--- src/hdl/rrts_pkg.sv ---
// Shared types and codes of the round-robin task scheduler.
`timescale 1ns / 1ps

package rrts_pkg;

  typedef enum logic [2:0] {
    OP_CREATE   = 3'd0,
    OP_SCHEDULE = 3'd1,
    OP_BLOCK    = 3'd2,
    OP_UNBLOCK  = 3'd3,
    OP_YIELD    = 3'd4,
    OP_EXIT     = 3'd5
  } op_e;

  typedef enum logic [2:0] {
    ST_RUNNING = 3'd0,
    ST_READY   = 3'd1,
    ST_BLOCKED = 3'd2,
    ST_WAITING = 3'd3,
    ST_HANGING = 3'd4,
    ST_DIED    = 3'd5
  } status_e;

  localparam logic [1:0] RES_OK      = 2'd0;
  localparam logic [1:0] RES_NO_ID   = 2'd1;
  localparam logic [1:0] RES_INVALID = 2'd2;

  localparam logic [1:0] KIND_INVALID = 2'd3;

  localparam int unsigned BmWordBits = 32;

  typedef enum logic [4:0] {
    S_IDLE,
    S_CR_RD,
    S_CR_CHK,
    S_SCHED,
    S_SC_APP,
    S_SC_RDN,
    S_SC_POP,
    S_IDLE_RD,
    S_IDLE_CHK,
    S_BL_WR,
    S_IDLE_PUSH,
    S_UB_RD,
    S_UB_CHK,
    S_EX_RD,
    S_EX_CHK,
    S_FIN,
    S_OUT
  } state_e;

  typedef struct packed {
    op_e        op;
    logic [1:0] kind;
    logic [7:0] prio;
    logic       start;
    logic       need;
    logic       bad;
  } cmd_t;

endpackage

--- src/hdl/rrts_front.sv ---
// Front end: decodes requests and buffers them in a two-entry command queue.
`timescale 1ns / 1ps

module rrts_front #(
  parameter int MAX_TASKS = 1024
) (
  input  logic                         clk_i,
  input  logic                         rst_ni,
  input  logic [15:0]                  id_base_i,
  input  logic                         push_i,
  output logic                         full_o,
  input  logic [2:0]                   opcode_i,
  input  logic [15:0]                  task_id_i,
  input  logic [7:0]                   priority_req_i,
  input  logic [1:0]                   block_kind_i,
  input  logic                         start_running_i,
  input  logic                         need_schedule_i,
  output logic                         cmd_valid_o,
  output rrts_pkg::cmd_t               cmd_o,
  output logic [$clog2(MAX_TASKS)-1:0] cmd_slot_o,
  input  logic                         cmd_pop_i
);
  import rrts_pkg::*;

  localparam int SW = $clog2(MAX_TASKS);

  cmd_t          fifo_q [2];
  logic [SW-1:0] slot_q [2];
  logic          wr_ptr_q, wr_ptr_d, rd_ptr_q, rd_ptr_d;
  logic [1:0]    cnt_q, cnt_d;

  logic [15:0] diff;
  logic        in_range, needs_id;
  cmd_t        dec;
  logic        wr_en, rd_en;

  always_comb begin
    diff     = task_id_i - id_base_i;
    in_range = 32'(diff) < 32'(MAX_TASKS);
    needs_id = (opcode_i == 3'(OP_UNBLOCK)) || (opcode_i == 3'(OP_EXIT));
    dec.op    = op_e'(opcode_i);
    dec.kind  = block_kind_i;
    dec.prio  = priority_req_i;
    dec.start = start_running_i;
    dec.need  = need_schedule_i;
    dec.bad   = (opcode_i > 3'(OP_EXIT)) || (needs_id && !in_range);
  end

  assign full_o      = (cnt_q == 2'd2);
  assign cmd_valid_o = (cnt_q != 2'd0);
  assign cmd_o       = fifo_q[rd_ptr_q];
  assign cmd_slot_o  = slot_q[rd_ptr_q];

  always_comb begin
    wr_en    = push_i && !full_o;
    rd_en    = cmd_pop_i && cmd_valid_o;
    wr_ptr_d = wr_ptr_q ^ wr_en;
    rd_ptr_d = rd_ptr_q ^ rd_en;
    cnt_d    = cnt_q + 2'(wr_en) - 2'(rd_en);
  end

  always_ff @(posedge clk_i or negedge rst_ni) begin
    if (!rst_ni) begin
      wr_ptr_q <= 1'b0;
      rd_ptr_q <= 1'b0;
      cnt_q    <= 2'd0;
    end else begin
      wr_ptr_q <= wr_ptr_d;
      rd_ptr_q <= rd_ptr_d;
      cnt_q    <= cnt_d;
    end
  end

  always_ff @(posedge clk_i) begin
    if (wr_en) begin
      fifo_q[wr_ptr_q] <= dec;
      slot_q[wr_ptr_q] <= SW'(diff);
    end
  end

endmodule

--- config.mk ---
export PLATFORM = sky130hd
export DESIGN_NAME = rrts_front
export DESIGN_NICKNAME = d
export VERILOG_FILES = /design/src/hdl/rrts_pkg.sv /design/src/hdl/rrts_front.sv
export SDC_FILE = /design/constraint.sdc
export NUM_CORES = 1
export LEC_CHECK = 0
export ABC_AREA = 1
export BUFFER_PORTS_ARGS = -buffer_cell sky130_fd_sc_hd__buf_2
export CELL_PAD_IN_SITES_DETAIL_PLACEMENT = 2
export CELL_PAD_IN_SITES_GLOBAL_PLACEMENT = 2
export CORE_ASPECT_RATIO = 0.8
export CORE_MARGIN = 3
export CORE_UTILIZATION = 28
export CTS_CLUSTER_SIZE = 30
export DETAILED_ROUTE_END_ITERATION = 10
export PLACE_DENSITY = 0.85
export SYNTH_ARGS = -nofsm -noshare
export SYNTH_HDL_FRONTEND = slang
export SYNTH_SLANG_ARGS = --single-unit
export TNS_END_PERCENT = 20
--- constraint.sdc ---
create_clock -name clk_i -period 1.75 [get_ports clk_i]
set_input_delay 0.4375 -clock clk_i [delete_from_list [all_inputs] [get_ports clk_i]]
set_output_delay 0.4375 -clock clk_i [all_outputs]
set_load 0.03 [all_outputs]
# Yosys cells after proc, flatten, opt, wreduce, memory -nomap -nowiden
# Memories as Yosys holds them, arrays and structs flattened.
# Index checks and enable logic that the tools add are counted.
[totals]
reg_bits = 4
mem_bits_rw = 52
inputBits = 51
output_inout_bits = 28
mem_count = 2
[memory_table]
columns = ["name", "depth", "width", "read_ports", "rd_ports_with_merged_regs", "wr", "line", "rtl"]
rows = [
  ["fifo_q", 2, 16, 1, 0, 1, "rrts_front.sv:27", "cmd_t fifo_q [2];"],
  ["slot_q", 2, 10, 1, 0, 1, "rrts_front.sv:28", "logic [SW-1:0] slot_q [2];"],
]
[op_classes]
n_addsub = 3
order_cmp = 2
eq_ne = 3
mux = 2
bitwise_logic = 2
reduce_logical = 8
[ops]
columns = ["op", "count"]
rows = [
  ["$lt A16 B11 Y1 const B", 1],
  ["$sub A16 B16 Y16", 1],
  ["$eq A3 B2 Y1 const B", 1],
  ["$eq A3 B3 Y1 const B", 1],
  ["$gt A3 B3 Y1 const B", 1],
  ["$logic_and A1 B1 Y1", 3],
  ["$add A2 B1 Y2", 1],
  ["$eq A2 B2 Y1 const B", 1],
  ["$logic_not A1 Y1", 2],
  ["$logic_or A1 B1 Y1", 2],
  ["$mux W1", 2],
  ["$reduce_bool A2 Y1", 1],
  ["$sub A2 B1 Y2", 1],
  ["$xor A1 B1 Y1", 2],
]

# Longest topological paths before layout
# Gate-level depths: netlist of the first run.
[depth]
ltp_word = 5
ltp_mapped = 17
mapped_depth_nobuf = 17

# Least setup slack after synthesis of the first run
# Ideal clock, no wire load.
[synth_timing]
path_type = "input-to-reg"
startpoint = "input port task_id_i[0]"
endpoint = "memory fifo_q[0][0] (netlist bit) (data pin)"
arrival_time_ns = 1.852
path_slack_ns = -0.358
path_stages = 16
n_path_buf = 0
path_cell_list = "inv_1 ha_1 inv_1 fa_1 nand3_1 nand3_1 nand2_1 nand2_1 nand2_1 nand2_1 nand2_1 nand3_1 nor2_1 nand2_1 nand2_1 nand2_1"
[synth_lines]
columns = ["element", "line", "rtl"]
rows = [
  ["start, declared", "rrts_front.sv:13", "input logic [15:0] task_id_i,"],
  ["end, declared", "rrts_front.sv:27", ""],
]

==> flow_summary.html, run 1 <==
<table>
<tr><th>Metric</th><th>Value</th></tr>
<tr><th colspan="2">Run status</th></tr>
<tr><td>Outcome</td><td>complete, but fails checks</td></tr>
<tr><td>Failing checks</td><td>setup timing</td></tr>
<tr><th colspan="2">Floorplanning</th></tr>
<tr><td>Effective utilization at floorplan</td><td>29.5%</td></tr>
<tr><td>Floorplan die height</td><td>100 um</td></tr>
<tr><td>Floorplan die width</td><td>124 um</td></tr>
<tr><td>Die Area</td><td>0.0124 mm^2</td></tr>
<tr><td>Standard-cell rows</td><td>33</td></tr>
<tr><td>Placeable core area</td><td>0.0105 mm^2</td></tr>
<tr><td>I/O pin count</td><td>79</td></tr>
<tr><th colspan="2">Logic synthesis</th></tr>
<tr><td>Sequential-to-total area share from yosys stat</td><td>53.6%</td></tr>
<tr><td>Dominant synthesized flop cell</td><td>sky130_fd_sc_hd__edfxtp_1</td></tr>
<tr><td>Library cell occupying the most area in the post-synthesis netlist</td><td>sky130_fd_sc_hd__edfxtp_1</td></tr>
<tr><td>Post-synthesis cell type count</td><td>27</td></tr>
<tr><td>Commonest cells post-synth</td><td>sky130_fd_sc_hd__nand2_1 (142), sky130_fd_sc_hd__edfxtp_1 (52), sky130_fd_sc_hd__inv_1 (52), sky130_fd_sc_hd__ha_1 (19), sky130_fd_sc_hd__nand3_1 (15)</td></tr>
<tr><td>Most repeated cell in the gate-level netlist after synthesis</td><td>sky130_fd_sc_hd__nand2_1</td></tr>
<tr><td>Async set-or-reset flop fraction in the synthesized netlist</td><td>7.14%</td></tr>
<tr><td>Avg Inst Size Synth</td><td>8.94 um^2</td></tr>
<tr><td>Yosys top cell area share</td><td>50.3%</td></tr>
<tr><td>Cell count after synthesis</td><td>347</td></tr>
<tr><td>Number of flip-flops and latches in the synthesized netlist</td><td>56</td></tr>
<tr><td>Yosys warnings</td><td>0</td></tr>
<tr><td>Post-synth EDFFs</td><td>52</td></tr>
<tr><td>Biggest area contributors in the synthesized netlist</td><td>sky130_fd_sc_hd__edfxtp_1 (50%), sky130_fd_sc_hd__nand2_1 (17%), sky130_fd_sc_hd__ha_1 (7.7%)</td></tr>
<tr><td>Mapped cell area</td><td>0.00310 mm^2</td></tr>
<tr><td>Post-synthesis net count</td><td>418</td></tr>
<tr><th colspan="2">Global route</th></tr>
<tr><td>Number of global-route vias before repair</td><td>3076</td></tr>
<tr><td>Total gr overflow</td><td>0</td></tr>
<tr><td>Maximum number of pins on one net before global-route repair</td><td>27</td></tr>
<tr><td>Total track usage</td><td>16.8%</td></tr>
<tr><td>Number of antenna violations at the first check in global routing</td><td>1</td></tr>
<tr><td>GR peak layer</td><td>met2</td></tr>
<tr><td>Met2 track demand over resource</td><td>33.4%</td></tr>
<tr><td>Met3 Track Usage GR</td><td>3.49%</td></tr>
<tr><td>Global-route track usage on met1</td><td>17.8%</td></tr>
<tr><td>Wire length of the first global-routing pass</td><td>15.9 mm</td></tr>
<tr><th colspan="2">Timing</th></tr>
<tr><td>Least setup slack across all paths after layout</td><td>-0.221 ns</td></tr>
<tr><td>Number of hold violations in the final report</td><td>0</td></tr>
<tr><td>Final Max Tran Viols</td><td>0</td></tr>
<tr><td>Share of the clock period used by the worst path after layout</td><td>113%</td></tr>
<tr><td>Max frequency</td><td>0.507 GHz</td></tr>
<tr><td>Clock period minus final worst setup slack</td><td>1.97 ns</td></tr>
<tr><td>RSZ-0062 raised after global routing</td><td>true</td></tr>
<tr><td>Final setup violation count</td><td>17</td></tr>
<tr><td>Slew Limit Headroom</td><td>75.7%</td></tr>
<tr><td>Aggregate negative setup slack</td><td>-0.743 ns</td></tr>
<tr><td>Slew at the pin closest to its max-slew limit</td><td>0.360 ns</td></tr>
<tr><td>Worst clock skew</td><td>0.00709 ns</td></tr>
<tr><th colspan="2">Power and ir drop</th></tr>
<tr><td>Power Dens Cells</td><td>1480 mW/mm^2</td></tr>
<tr><td>Switching power as a share of total power</td><td>42.3%</td></tr>
<tr><td>Total chip power</td><td>6.82 mW</td></tr>
<tr><td>Power share of the clock group</td><td>14.9%</td></tr>
<tr><td>Switching power of the nets</td><td>2.88 mW</td></tr>
<tr><td>Cell-internal power</td><td>3.94 mW</td></tr>
<tr><td>Sequential Power Share</td><td>30.1%</td></tr>
<tr><td>Combinational Power Share</td><td>55.0%</td></tr>
<tr><td>Leak</td><td>2.21 nW</td></tr>
<tr><td>VDD IR max</td><td>531 uV</td></tr>
<tr><th colspan="2">Drt</th></tr>
<tr><td>Routed vias</td><td>2801</td></tr>
<tr><td>Drt first-iter violations</td><td>87</td></tr>
<tr><td>WL per Instance</td><td>18.1 um</td></tr>
<tr><td>Number of design rule violations left after detail routing</td><td>0</td></tr>
<tr><td>Detailed Routing Iterations Pass 1</td><td>4</td></tr>
<tr><td>Via-to-Cell Ratio</td><td>4.65</td></tr>
<tr><td>Post-route antenna net violation count</td><td>0</td></tr>
<tr><td>Total wirelength of the detailed-routed design</td><td>10.9 mm</td></tr>
<tr><th colspan="2">Setup path</th></tr>
<tr><td>Biggest fanout along the worst timing path</td><td>4</td></tr>
<tr><td>Setup crit start</td><td>id_base_i[10]</td></tr>
<tr><td>Start of the worst register-to-register path</td><td>cnt_q[1]</td></tr>
<tr><td>Crit path kind</td><td>in -&gt; reg</td></tr>
<tr><td>Crit-path slowest cell</td><td>sky130_fd_sc_hd__ha_2</td></tr>
<tr><td>Element type at the critical path start</td><td>input pin</td></tr>
<tr><td>Critical path data required time</td><td>1.79 ns</td></tr>
<tr><td>Cell type with the highest occurrence count on the critical path</td><td>sky130_fd_sc_hd__nand2_1</td></tr>
<tr><td>Kind of end point of the critical path</td><td>register</td></tr>
<tr><td>Critical Path AT</td><td>2.01 ns</td></tr>
<tr><td>List of cells traversed by the critical path</td><td>buf_2, inv_1, ha_2, nand2_1, nor2_2, and2_1, nand2_2, nand3_1, nand3_2, nor2_2, nand2_1, nand2_1, nand2_1</td></tr>
<tr><td>Worst stage delay on the critical path</td><td>0.36 ns</td></tr>
<tr><th colspan="2">Place</th></tr>
<tr><td>I/O Buffers</td><td>78</td></tr>
<tr><td>Cells after DPL</td><td>586</td></tr>
<tr><td>RD Place Congestion</td><td>0.844</td></tr>
<tr><td>DP HPWL</td><td>7.54 mm</td></tr>
<tr><th colspan="2">Final layout</th></tr>
<tr><td>ANT cells</td><td>0</td></tr>
<tr><td>Filler Cells Inserted</td><td>1143</td></tr>
<tr><td>Number of nets in the layout</td><td>533</td></tr>
<tr><td>Signed area change from the synthesized netlist to the final layout</td><td>48.1%</td></tr>
<tr><td>Proportion of layout cells with a drive suffix above 1</td><td>42.3%</td></tr>
<tr><td>Cell Count, Final, Fillers Out</td><td>603</td></tr>
<tr><th colspan="2">Clocking</th></tr>
<tr><td>Register clock-pin slew on the reported worst setup and hold paths</td><td>0.07 ns</td></tr>
<tr><td>Clock net sink count</td><td>56</td></tr>
<tr><td>TritonCTS clock tree</td><td>yes</td></tr>
<tr><td>Buffer cell driving the clock tree root</td><td>sky130_fd_sc_hd__clkbuf_16</td></tr>
<tr><td>Number of buffers added by the clock tree synthesis step</td><td>5</td></tr>
<tr><td>Later-pin clock latency in the skew report</td><td>0.30 ns</td></tr>
<tr><td>Maximum buffer depth of the clock tree</td><td>2</td></tr>
<tr><td>CTS H-tree depth</td><td>2</td></tr>
<tr><th colspan="2">Worst hold path</th></tr>
<tr><td>Class of the worst hold path</td><td>in -&gt; reg</td></tr>
<tr><td>Worst hold start</td><td>priority_req_i[6]</td></tr>
<tr><th colspan="2">Flow run</th></tr>
<tr><td>Max Cap Violations</td><td>0</td></tr>
</table>
[state kept, by name, indices dropped and copies added, names as in the netlist]
register / cells
rd_ptr_q: 1
fifo_q: 32
wr_ptr_q: 1
cnt_q: 2
slot_q: 20
[critical path, delay by kind of cell]
family / cells / cell delay (ns)
fa+ha+maj: 1 / 0.36
buf+inv: 2 / 0.12
simple gates: 10 / 1.11
[power by group through the flow]
stage / combinational (mW) / clock (mW) / sequential, mW
2_1_floorplan: 1.72 / 0 / 1.98
3_3_place_gp: 2.60 / 0 / 1.99
3_5_place_dp: 2.73 / 0 / 2.03
4_1_cts: 3.07 / 1.02 / 2.00
5_1_grt: 4.03 / 1.09 / 2.08
6_report: 3.75 / 1.02 / 2.05
[final timing paths]
check / endpoint / slack, ns / depth (start not counted)
worst max-delay path: fifo_q[1][0] / -0.22 / 13
worst min-delay path: fifo_q[0][9] / 0.33 / 1
worst max register to register: cnt_q[1] / 0.11 / 7
worst min register to register: cnt_q[0] / 0.59 / 1
max in group asynchronous: wr_ptr_q / 1.15 / 2
min in group asynchronous: cnt_q[1] / 0.47 / 2
[cells by family (layout without fill, tap and decap cells)]
family | Yosys count | count (layout) | share of synthesized area [%]
xor+xnor | 12 | 12 | 3.39
simple gates | 185 | 185 | 24.9
buf+inv | 60 | 176 | 7.30
fa+ha+maj | 20 | 20 | 8.31
flops | 56 | 56 | 53.6
compound gates | 14 | 14 | 2.50
[what timing repair did]
action                     4_1_cts  5_1_grt
buffers inserted                 3        1
pin swaps                       10        7
gates resized for setup         33       89
hold buffers                     1        0
setup endpoints to repair       32       36
gates cloned                     1        3
hold endpoints to repair         4        0
[layer usage]
layer,wire length [um],part of all wire (%)
met1,4100,38
met2,5980,55
met3,597,5.5
met4,209,1.9
met5,11,0.10
[cell type report]
class | instances | area (um^2) | share of cell area [%]
timing repair buffer | 113 | 915 | 19.9
clock inverter | 3 | 17.5 | 0.381
sequential | 56 | 1660 | 36.2
multi-input combinational | 231 | 1480 | 32.1
inverter | 55 | 224 | 4.88
clock buffer | 5 | 125 | 2.72
tap | 140 | 175 | 3.81
[cells in the final DEF (no fill, tap or decap), types with 2 or more instances in the layout]
cell,count
sky130_fd_sc_hd__inv_1,50
sky130_fd_sc_hd__nor2_2,5
sky130_fd_sc_hd__buf_6,21
sky130_fd_sc_hd__ha_1,10
sky130_fd_sc_hd__buf_4,24
sky130_fd_sc_hd__edfxtp_1,52
sky130_fd_sc_hd__a21oi_1,4
sky130_fd_sc_hd__o21bai_1,2
sky130_fd_sc_hd__xor2_1,6
sky130_fd_sc_hd__clkbuf_16,8
sky130_fd_sc_hd__nand3_1,12
sky130_fd_sc_hd__and2_1,2
sky130_fd_sc_hd__nand2_1,106
sky130_fd_sc_hd__dfrtp_1,4
sky130_fd_sc_hd__a21oi_2,6
sky130_fd_sc_hd__xnor2_1,5
sky130_fd_sc_hd__nand4_1,3
sky130_fd_sc_hd__inv_2,3
sky130_fd_sc_hd__buf_2,58
sky130_fd_sc_hd__ha_4,4
sky130_fd_sc_hd__nand3_2,3
sky130_fd_sc_hd__nand2_2,34
sky130_fd_sc_hd__nand2_4,10
sky130_fd_sc_hd__nor2_1,6
sky130_fd_sc_hd__buf_12,4
sky130_fd_sc_hd__ha_2,5
[metrics by stage]
stage / utilization, % / setup WS (ns) / hold slack [ns] / cell area (um^2)
after detailed placement: 37.2 / -0.698 / 0.252 / 3920
after CTS: 40.1 / -0.184 / 0.323 / 4220
after global placement: 37.2 / -0.484 / 0.251 / 3920
after floorplan: - / -0.258 / 0.142 / 3140
after global routing: 43.6 / -0.338 / 0.315 / 4590
final: 43.6 / -0.221 / 0.329 / 4590
Power figures use the tool's default switching activity.
==> run 2, diff against run 1 <==
Settings changed: PLACE_DENSITY 0.85 to not set, PLACE_DENSITY_LB_ADDON set to 0.1.
==> run 2 against run 1 <==
Compared with the run above:
- critical path depth is 4 higher
- register-to-register slack better by 0.04 ns
- critical path type unchanged
- final cell count stayed put
- non-clock buffer count stayed put
- largest power group unchanged
- sequential power is 2% lower
- routed wire length is 15% lower
- largest cell class unchanged
- the run still ends with setup timing left
- core utilization is 1.2 points lower
- combinational power is 14% lower
- hold slack better by 0.0026 ns
- total power is 9.2% lower
==> flow_summary.html, run 2 (same netlist as run 1, synthesis figures left out) <==
<table>
<tr><th>Metric</th><th>Value</th></tr>
<tr><th colspan="2">Run status</th></tr>
<tr><td>Outcome</td><td>complete, but fails checks</td></tr>
<tr><td>Failing checks</td><td>setup timing</td></tr>
<tr><th colspan="2">Setup path</th></tr>
<tr><td>Flop-to-flop setup slack</td><td>0.15 ns (+0.04 ns)</td></tr>
<tr><td>Worst reg2reg endpoint</td><td>cnt_q[1]</td></tr>
<tr><td>Start of the worst register-to-register path</td><td>cnt_q[1]</td></tr>
<tr><td>Worst path depth</td><td>17 (+4)</td></tr>
<tr><td>Element type at the critical path start</td><td>input pin</td></tr>
<tr><td>Kind of end point of the critical path</td><td>register</td></tr>
<tr><td>Crit path kind</td><td>in -&gt; reg</td></tr>
<tr><td>Critical Path AT</td><td>1.93 ns (-0.08 ns)</td></tr>
<tr><td>List of cells traversed by the critical path</td><td>buf_8, inv_12, ha_4, inv_2, fa_2, nand3_2, nand3_4, nand2_2, nand2_2, nand2_2, nand2_1, nand2_1, nand3_2, nor2_1, nand2_1, nand2_1, nand2_2</td></tr>
<tr><td>Critical path data required time</td><td>1.79 ns (about the same)</td></tr>
<tr><td>Worst path bufs/invs</td><td>3 (+1)</td></tr>
<tr><td>Worst Reg2Reg Path Length in Cells</td><td>7 (unchanged)</td></tr>
<tr><td>Biggest fanout along the worst timing path</td><td>4 (unchanged)</td></tr>
<tr><td>Crit-path slowest cell</td><td>sky130_fd_sc_hd__fa_2</td></tr>
<tr><td>Cell family contributing the most delay on the critical path</td><td>simple AND/OR/NAND/NOR gates</td></tr>
<tr><td>Worst stage delay on the critical path</td><td>0.35 ns (about the same)</td></tr>
<tr><th colspan="2">Clocking</th></tr>
<tr><td>Later-pin clock latency in the skew report</td><td>0.29 ns (about the same)</td></tr>
<tr><td>Register clock-pin slew on the reported worst setup and hold paths</td><td>0.07 ns (about the same)</td></tr>
<tr><td>CTS H-tree depth</td><td>2 (unchanged)</td></tr>
<tr><td>TritonCTS clock tree</td><td>yes</td></tr>
<tr><td>Number of buffers added by the clock tree synthesis step</td><td>5 (unchanged)</td></tr>
<tr><td>Buffer cell driving the clock tree root</td><td>sky130_fd_sc_hd__clkbuf_16</td></tr>
<tr><td>Maximum buffer depth of the clock tree</td><td>2 (unchanged)</td></tr>
<tr><td>Clock net sink count</td><td>56 (unchanged)</td></tr>
<tr><th colspan="2">Worst hold path</th></tr>
<tr><td>Depth of the worst hold-timing path</td><td>1 (unchanged)</td></tr>
<tr><td>Class of the worst hold path</td><td>in -&gt; reg</td></tr>
<tr><td>End point of the worst hold path</td><td>fifo_q[0][10]</td></tr>
<tr><td>Worst hold start</td><td>priority_req_i[7]</td></tr>
<tr><th colspan="2">Final layout</th></tr>
<tr><td>Leading registers by flop count</td><td>fifo_q: 32 flops, slot_q: 20 flops, cnt_q: 2 flops</td></tr>
<tr><td>Number of flip-flops in the largest register</td><td>32 (unchanged)</td></tr>
<tr><td>Filler Cells Inserted</td><td>1169 (+2.3%)</td></tr>
<tr><td>Signed area change from the synthesized netlist to the final layout</td><td>44.0%</td></tr>
<tr><td>Number of nets in the layout</td><td>533 (unchanged)</td></tr>
<tr><td>Cell Count, Final, Fillers Out</td><td>603 (unchanged)</td></tr>
<tr><td>Most common cell after layout, fill and taps aside</td><td>sky130_fd_sc_hd__nand2_1</td></tr>
<tr><td>Proportion of layout cells with a drive suffix above 1</td><td>37.8% (-4.5 points)</td></tr>
<tr><td>Most flops, register</td><td>fifo_q</td></tr>
<tr><td>Most frequent cells in the layout</td><td>sky130_fd_sc_hd__nand2_1 (131), sky130_fd_sc_hd__buf_2 (54), sky130_fd_sc_hd__edfxtp_1 (52)</td></tr>
<tr><td>ANT cells</td><td>0 (unchanged)</td></tr>
<tr><th colspan="2">Floorplanning</th></tr>
<tr><td>Placeable core area</td><td>0.0105 mm^2 (unchanged)</td></tr>
<tr><td>I/O pin count</td><td>79 (unchanged)</td></tr>
<tr><td>Standard-cell rows</td><td>33 (unchanged)</td></tr>
<tr><td>Floorplan die width</td><td>124 um (unchanged)</td></tr>
<tr><td>Floorplan die height</td><td>100 um (unchanged)</td></tr>
<tr><td>Effective utilization at floorplan</td><td>29.5% (unchanged)</td></tr>
<tr><td>Die Area</td><td>0.0124 mm^2 (unchanged)</td></tr>
<tr><th colspan="2">Global route</th></tr>
<tr><td>Maximum number of pins on one net before global-route repair</td><td>27 (unchanged)</td></tr>
<tr><td>Number of antenna violations at the first check in global routing</td><td>0 (-1)</td></tr>
<tr><td>Number of global-route vias before repair</td><td>2993 (-2.7%)</td></tr>
<tr><td>Wire length of the first global-routing pass</td><td>14.4 mm (-9.8%)</td></tr>
<tr><td>Total track usage</td><td>15.0% (-1.8 points)</td></tr>
<tr><td>Total gr overflow</td><td>0 (unchanged)</td></tr>
<tr><th colspan="2">Timing</th></tr>
<tr><td>Worst clock skew</td><td>0.00559 ns (-0.00150 ns)</td></tr>
<tr><td>Final setup violation count</td><td>2 (-15)</td></tr>
<tr><td>Max frequency</td><td>0.529 GHz (+4.2%)</td></tr>
<tr><td>Final Max Tran Viols</td><td>0 (unchanged)</td></tr>
<tr><td>Slew Limit Headroom</td><td>82.0% (+6.3 points)</td></tr>
<tr><td>Least setup slack across all paths after layout</td><td>-0.142 ns (+0.0790 ns)</td></tr>
<tr><td>Clock period minus final worst setup slack</td><td>1.89 ns (-0.0790 ns)</td></tr>
<tr><td>WHS</td><td>0.331 ns (+0.00260 ns)</td></tr>
<tr><td>Number of hold violations in the final report</td><td>0 (unchanged)</td></tr>
<tr><td>Share of the clock period used by the worst path after layout</td><td>108% (-4.5 points)</td></tr>
<tr><td>RSZ-0062 raised after global routing</td><td>true</td></tr>
<tr><td>Slew at the pin closest to its max-slew limit</td><td>0.269 ns (-0.0906 ns)</td></tr>
<tr><th colspan="2">Drt</th></tr>
<tr><td>Post-route antenna net violation count</td><td>0 (unchanged)</td></tr>
<tr><td>Drt first-iter violations</td><td>61 (-30%)</td></tr>
<tr><td>Total wirelength of the detailed-routed design</td><td>9.27 mm (-15%)</td></tr>
<tr><td>Via-to-Cell Ratio</td><td>4.48 (-3.6%)</td></tr>
<tr><td>Routed vias</td><td>2700 (-3.6%)</td></tr>
<tr><td>Number of design rule violations left after detail routing</td><td>0 (unchanged)</td></tr>
<tr><td>Detailed Routing Iterations Pass 1</td><td>4 (unchanged)</td></tr>
<tr><td>WL per Instance</td><td>15.4 um (-15%)</td></tr>
<tr><th colspan="2">Power and ir drop</th></tr>
<tr><td>VDD IR max</td><td>734 uV (+38%)</td></tr>
<tr><td>Power Dens Cells</td><td>1390 mW/mm^2 (-6.6%)</td></tr>
<tr><td>Leak</td><td>2.14 nW (-3.4%)</td></tr>
<tr><th colspan="2">Place</th></tr>
<tr><td>I/O Buffers</td><td>78 (unchanged)</td></tr>
<tr><td>RD Place Congestion</td><td>0.765 (-9.3%)</td></tr>
<tr><td>Cells after DPL</td><td>588 (+0.34%)</td></tr>
<tr><td>DP HPWL</td><td>7.33 mm (-2.8%)</td></tr>
<tr><th colspan="2">Flow run</th></tr>
<tr><td>Max Cap Violations</td><td>0 (unchanged)</td></tr>
</table>
## run 2: changes by cell type in the layout (fill, tap and decap cells not counted), sizes merged
cell / change
buf: -2
inv: -1
clkinv: -1
clkinvlp: +2
clkbuf: +2
## run 2: area by class of cell
class,count,area [um^2],area share [%]
clock buffers,5,125,2.80
clock inverters,3,18.8,0.420
inverters,55,224,5.02
repair buffers,113,841,18.8
well taps,140,175,3.92
multi-input cells,231,1420,31.8
flip-flops and latches,56,1660,37.2
## run 2: worst reg2reg max path, stage by stage, from the launching register on
cell	delay, ns
sky130_fd_sc_hd__dfrtp_1	0.41
sky130_fd_sc_hd__or2_2	0.32
sky130_fd_sc_hd__nand2_1	0.10
sky130_fd_sc_hd__inv_1	0.05
sky130_fd_sc_hd__ha_1	0.27
sky130_fd_sc_hd__inv_1	0.04
sky130_fd_sc_hd__ha_1	0.18
sky130_fd_sc_hd__xnor2_1	0.13
## run 2: what timing repair did
action                                  CTS  global route
hold buffers                              1             0
buffers inserted                          4             3
resized for setup                        33            59
endpoints found under the hold margin     4             0
pin swaps                                12             4
cloned                                    0             1
endpoints found under the setup margin   32            32
## run 2: per-stage QoR
| step | worst slack (ns) | area (um^2) | util [%] | TNS [ns] | power, mW |
|---|---|---|---|---|---|
| 3_5_place_dp | -0.619 | 3930 | 37.4 | -4.11 | 4.77 |
| 6_report | -0.142 | 4470 | 42.4 | -0.273 | 6.19 |
| 2_1_floorplan | -0.258 | 3140 | - | -0.516 | 3.70 |
| 4_1_cts | -0.112 | 4260 | 40.4 | -0.219 | 5.94 |
| 5_1_grt | -0.297 | 4470 | 42.4 | -0.742 | 6.60 |
| 3_3_place_gp | -0.507 | 3930 | 37.4 | -3.38 | 4.65 |
## run 2: layer usage
metal	up-vias	track usage [%]	routed length, um
met5	-	0	0
met4	0	2.04	45
met3	8	3.15	339
met2	51	26.8	4710
met1	1312	19.1	4180
li1	1329	-	-
## run 2: report_power, final
part           internal [mW]  leakage, nW  total (mW)  switching, mW
clock network          0.526       0.0635       0.972          0.446
logic                   1.24         1.54        3.22           1.97
registers               1.88        0.528        2.00          0.122
## run 2: worst max path at each step
| stage | startpoint | end |
|---|---|---|
| after CTS | task_id_i[0] | fifo_q[1][0] |
| after floorplan | task_id_i[0] | fifo_q[0][0] |
| final | task_id_i[0] | fifo_q[1][0] |
| after detailed placement | task_id_i[0] | fifo_q[0][0] |
| after global routing | task_id_i[0] | fifo_q[1][0] |
| after global placement | task_id_i[0] | fifo_q[0][0] |
==> run 3, diff against run 2 <==
Settings changed: CORE_UTILIZATION 28 to 29, CTS_BUF_LIST set to sky130_fd_sc_hd__clkbuf_8, REMOVE_ABC_BUFFERS set to 1.
==> run 3 against run 2 <==
Compared with the run above:
- the flow still finishes with violations (setup timing)
- largest cell class unchanged
- die area down 3.3%
- critical endpoint is now fifo_q[0][0]
- fmax down 2.9%
- sequential cell count unchanged
- combinational power up 34%
==> flow_summary.html, run 3 (same netlist as run 1, synthesis figures left out) <==
<table>
<tr><th>Metric</th><th>Value</th></tr>
<tr><th colspan="2">Power and ir drop</th></tr>
<tr><td>Power Dens Cells</td><td>1520 mW/mm^2 (+9.5%)</td></tr>
<tr><td>Switching power as a share of total power</td><td>41.4% (+0.32 points)</td></tr>
<tr><td>VDD IR max</td><td>961 uV (+31%)</td></tr>
<tr><td>Combinational Power Share</td><td>58.0% (+6.0 points)</td></tr>
<tr><td>Sequential Power Share</td><td>27.8% (-4.5 points)</td></tr>
<tr><td>Switching power of the nets</td><td>3.07 mW (+21%)</td></tr>
<tr><td>Leak</td><td>2.31 nW (+8.2%)</td></tr>
<tr><td>Power share of the clock group</td><td>14.2% (-1.5 points)</td></tr>
<tr><td>Total chip power</td><td>7.43 mW (+20%)</td></tr>
<tr><td>Cell-internal power</td><td>4.35 mW (+19%)</td></tr>
<tr><th colspan="2">Place</th></tr>
<tr><td>I/O Buffers</td><td>78 (unchanged)</td></tr>
<tr><td>RD Place Congestion</td><td>0.831 (+8.6%)</td></tr>
<tr><td>Cells after DPL</td><td>587 (-0.17%)</td></tr>
<tr><td>DP HPWL</td><td>7.25 mm (-1.1%)</td></tr>
<tr><td>Area after detailed placement</td><td>0.00387 mm^2 (-1.5%)</td></tr>
<tr><th colspan="2">Global route</th></tr>
<tr><td>Number of global-route vias before repair</td><td>3075 (+2.7%)</td></tr>
<tr><td>Total track usage</td><td>17.9% (+2.9 points)</td></tr>
<tr><td>Number of antenna violations at the first check in global routing</td><td>0 (unchanged)</td></tr>
<tr><td>Total gr overflow</td><td>0 (unchanged)</td></tr>
<tr><td>Wire length of the first global-routing pass</td><td>16.4 mm (+14%)</td></tr>
<tr><td>Maximum number of pins on one net before global-route repair</td><td>27 (unchanged)</td></tr>
<tr><th colspan="2">Setup path</th></tr>
<tr><td>Biggest fanout along the worst timing path</td><td>4 (unchanged)</td></tr>
<tr><td>Crit path kind</td><td>in -&gt; reg</td></tr>
<tr><td>Critical path data required time</td><td>1.84 ns (+0.05 ns)</td></tr>
<tr><td>Element type at the critical path start</td><td>input pin</td></tr>
<tr><td>Critical Path AT</td><td>2.04 ns (+0.11 ns)</td></tr>
<tr><td>Kind of end point of the critical path</td><td>register</td></tr>
<tr><th colspan="2">Clocking</th></tr>
<tr><td>Register clock-pin slew on the reported worst setup and hold paths</td><td>0.11 ns (+0.04 ns)</td></tr>
<tr><td>Clock net sink count</td><td>56 (unchanged)</td></tr>
<tr><td>Later-pin clock latency in the skew report</td><td>0.33 ns (+0.04 ns)</td></tr>
<tr><td>Maximum buffer depth of the clock tree</td><td>2 (unchanged)</td></tr>
<tr><td>CTS H-tree depth</td><td>2 (unchanged)</td></tr>
<tr><td>Buffer cell driving the clock tree root</td><td>sky130_fd_sc_hd__clkbuf_8</td></tr>
<tr><td>Number of buffers added by the clock tree synthesis step</td><td>5 (unchanged)</td></tr>
<tr><td>TritonCTS clock tree</td><td>yes</td></tr>
<tr><th colspan="2">Final layout</th></tr>
<tr><td>Number of nets in the layout</td><td>540 (+1.3%)</td></tr>
<tr><td>Proportion of layout cells with a drive suffix above 1</td><td>49.1% (+11 points)</td></tr>
<tr><td>Core Util, Final</td><td>47.4% (+5.0 points)</td></tr>
<tr><td>Most flops, register</td><td>fifo_q</td></tr>
<tr><td>Signed area change from the synthesized netlist to the final layout</td><td>57.6%</td></tr>
<tr><td>Final design area excluding fillers</td><td>0.00489 mm^2 (+9.5%)</td></tr>
<tr><td>Most frequent cells in the layout</td><td>sky130_fd_sc_hd__nand2_1 (80), sky130_fd_sc_hd__edfxtp_1 (52), sky130_fd_sc_hd__nand2_2 (51), sky130_fd_sc_hd__buf_2 (51), sky130_fd_sc_hd__inv_1 (49)</td></tr>
<tr><td>ANT cells</td><td>0 (unchanged)</td></tr>
<tr><td>Most common cell after layout, fill and taps aside</td><td>sky130_fd_sc_hd__nand2_1</td></tr>
<tr><td>Filler Cells Inserted</td><td>1107 (-5.3%)</td></tr>
<tr><td>Number of flip-flops in the largest register</td><td>32 (unchanged)</td></tr>
<tr><td>Leading registers by flop count</td><td>fifo_q: 32 flops, slot_q: 20 flops, cnt_q: 2 flops</td></tr>
<tr><td>Cell Count, Final, Fillers Out</td><td>610 (+1.2%)</td></tr>
<tr><th colspan="2">Floorplanning</th></tr>
<tr><td>Standard-cell rows</td><td>33 (unchanged)</td></tr>
<tr><td>Effective utilization at floorplan</td><td>30.0% (+0.59 points)</td></tr>
<tr><td>Placeable core area</td><td>0.0103 mm^2 (-2.0%)</td></tr>
<tr><td>Die Area</td><td>0.0120 mm^2 (-3.3%)</td></tr>
<tr><td>Floorplan die width</td><td>122 um (-1.7%)</td></tr>
<tr><td>Floorplan die height</td><td>98.5 um (-1.6%)</td></tr>
<tr><td>I/O pin count</td><td>79 (unchanged)</td></tr>
<tr><th colspan="2">Timing</th></tr>
<tr><td>Least setup slack across all paths after layout</td><td>-0.199 ns (-0.0564 ns)</td></tr>
<tr><td>RSZ-0062 raised after global routing</td><td>true</td></tr>
<tr><td>Share of the clock period used by the worst path after layout</td><td>111% (+3.2 points)</td></tr>
<tr><td>Worst clock skew</td><td>0.00677 ns (+0.00118 ns)</td></tr>
<tr><td>Max frequency</td><td>0.513 GHz (-2.9%)</td></tr>
<tr><td>Clock period minus final worst setup slack</td><td>1.95 ns (+0.0564 ns)</td></tr>
<tr><td>Slew at the pin closest to its max-slew limit</td><td>0.325 ns (+0.0560 ns)</td></tr>
<tr><td>Final Max Tran Viols</td><td>0 (unchanged)</td></tr>
<tr><td>Number of hold violations in the final report</td><td>0 (unchanged)</td></tr>
<tr><td>Final setup violation count</td><td>32 (+30)</td></tr>
<tr><td>Slew Limit Headroom</td><td>78.1% (-3.9 points)</td></tr>
<tr><td>Aggregate negative setup slack</td><td>-3.43 ns (-3.16 ns)</td></tr>
<tr><th colspan="2">Drt</th></tr>
<tr><td>Detailed Routing Iterations Pass 1</td><td>4 (unchanged)</td></tr>
<tr><td>Post-route antenna net violation count</td><td>0 (unchanged)</td></tr>
<tr><td>Via-to-Cell Ratio</td><td>4.59 (+2.5%)</td></tr>
<tr><td>Number of design rule violations left after detail routing</td><td>0 (unchanged)</td></tr>
<tr><td>Routed vias</td><td>2800 (+3.7%)</td></tr>
<tr><td>Drt first-iter violations</td><td>176 (+190%)</td></tr>
<tr><td>Total wirelength of the detailed-routed design</td><td>10.9 mm (+18%)</td></tr>
<tr><td>WL per Instance</td><td>17.9 um (+17%)</td></tr>
<tr><th colspan="2">Run status</th></tr>
<tr><td>Failing checks</td><td>setup timing</td></tr>
<tr><td>Outcome</td><td>complete, but fails checks</td></tr>
<tr><th colspan="2">Flow run</th></tr>
<tr><td>Max Cap Violations</td><td>0 (unchanged)</td></tr>
<tr><th colspan="2">Worst hold path</th></tr>
<tr><td>Class of the worst hold path</td><td>in -&gt; reg</td></tr>
</table>
[run 3: cell count changes in the layout (fill, tap and decap cells not counted), moves of 4 or more]
| cell | delta |
|---|---|
| sky130_fd_sc_hd__clkbuf_16 | -6 |
| sky130_fd_sc_hd__nand2_2 | +32 |
| sky130_fd_sc_hd__clkbuf_4 | -4 |
| sky130_fd_sc_hd__buf_4 | -16 |
| sky130_fd_sc_hd__nand2_4 | +19 |
| sky130_fd_sc_hd__clkbuf_8 | +5 |
| sky130_fd_sc_hd__buf_6 | +27 |
| sky130_fd_sc_hd__a21oi_1 | +4 |
| sky130_fd_sc_hd__a21oi_2 | -4 |
| sky130_fd_sc_hd__nand2_1 | -51 |
[run 3: final timing paths]
check	startpoint	endpoint	slack [ns]	cells after the start
hold reg to reg	cnt_q[0]	cnt_q[0]	0.59	1
setup / recovery	id_base_i[2]	fifo_q[0][0]	-0.20	15
min in group asynchronous	rst_ni	cnt_q[0]	0.43	2
setup reg to reg	cnt_q[1]	cnt_q[1]	0.08	7
max in group asynchronous	rst_ni	rd_ptr_q	1.20	2
hold / removal	priority_req_i[2]	fifo_q[0][5]	0.30	1
[run 3: cell type report]
type	count	area [um^2]	area share (%)
Clock inverter	3	68.8	1.41
Inverter	55	214	4.38
Tap cell	140	175	3.58
Sequential cell	56	1660	34.0
Clock buffer	5	68.8	1.41
Timing Repair Buffer	120	1060	21.7
Multi-Input combinational cell	231	1640	33.5
[run 3: metal layers]
layer / wire (um) / up-vias / GRT usage [%]
li1: - / 1337 / -
met1: 4600 / 1384 / 22.7
met2: 5730 / 65 / 32.3
met3: 470 / 14 / 2.87
met4: 139 / 0 / 3.27
met5: 0 / - / 0
[run 3: per-stage QoR]
stage	hold slack, ns	setup slack (ns)
after floorplan	0.142	-0.358
after detailed placement	0.250	-0.689
final	0.299	-0.199
after global routing	0.280	-0.299
after global placement	0.251	-0.596
after CTS	0.293	-0.212
[run 3: what timing repair did]
action / in CTS / in global routing
hold buffers: 1 / 0
gates cloned: 4 / 0
endpoints found under the setup margin: 32 / 34
buffers inserted: 8 / 7
hold endpoints to repair: 4 / 0
gates resized for setup: 104 / 86
pin swaps: 30 / 27
[run 3: power groups by stage]
stage          sequential [mW]  clock [mW]  combinational (mW)
3_5_place_dp              2.03           0                2.72
3_3_place_gp              1.99           0                2.62
2_1_floorplan             2.04           0                1.62
5_1_grt                   2.10        1.13                4.61
4_1_cts                   2.02        1.08                3.91
6_report                  2.07        1.06                4.30
[run 3: critical path: stages]
cell                      delay (ns)
sky130_fd_sc_hd__buf_2          0.10
sky130_fd_sc_hd__inv_1          0.09
sky130_fd_sc_hd__ha_4           0.23
sky130_fd_sc_hd__a21oi_1        0.18
sky130_fd_sc_hd__nand2_2        0.14
sky130_fd_sc_hd__nand2_1        0.10
sky130_fd_sc_hd__nand2_2        0.09
sky130_fd_sc_hd__nand3_1        0.12
sky130_fd_sc_hd__nand2_1        0.09
sky130_fd_sc_hd__nand2_1        0.08
sky130_fd_sc_hd__nand2_1        0.07
sky130_fd_sc_hd__nor2_1         0.11
sky130_fd_sc_hd__nand2_1        0.08
sky130_fd_sc_hd__nand2_2        0.07
sky130_fd_sc_hd__nand2_2        0.06
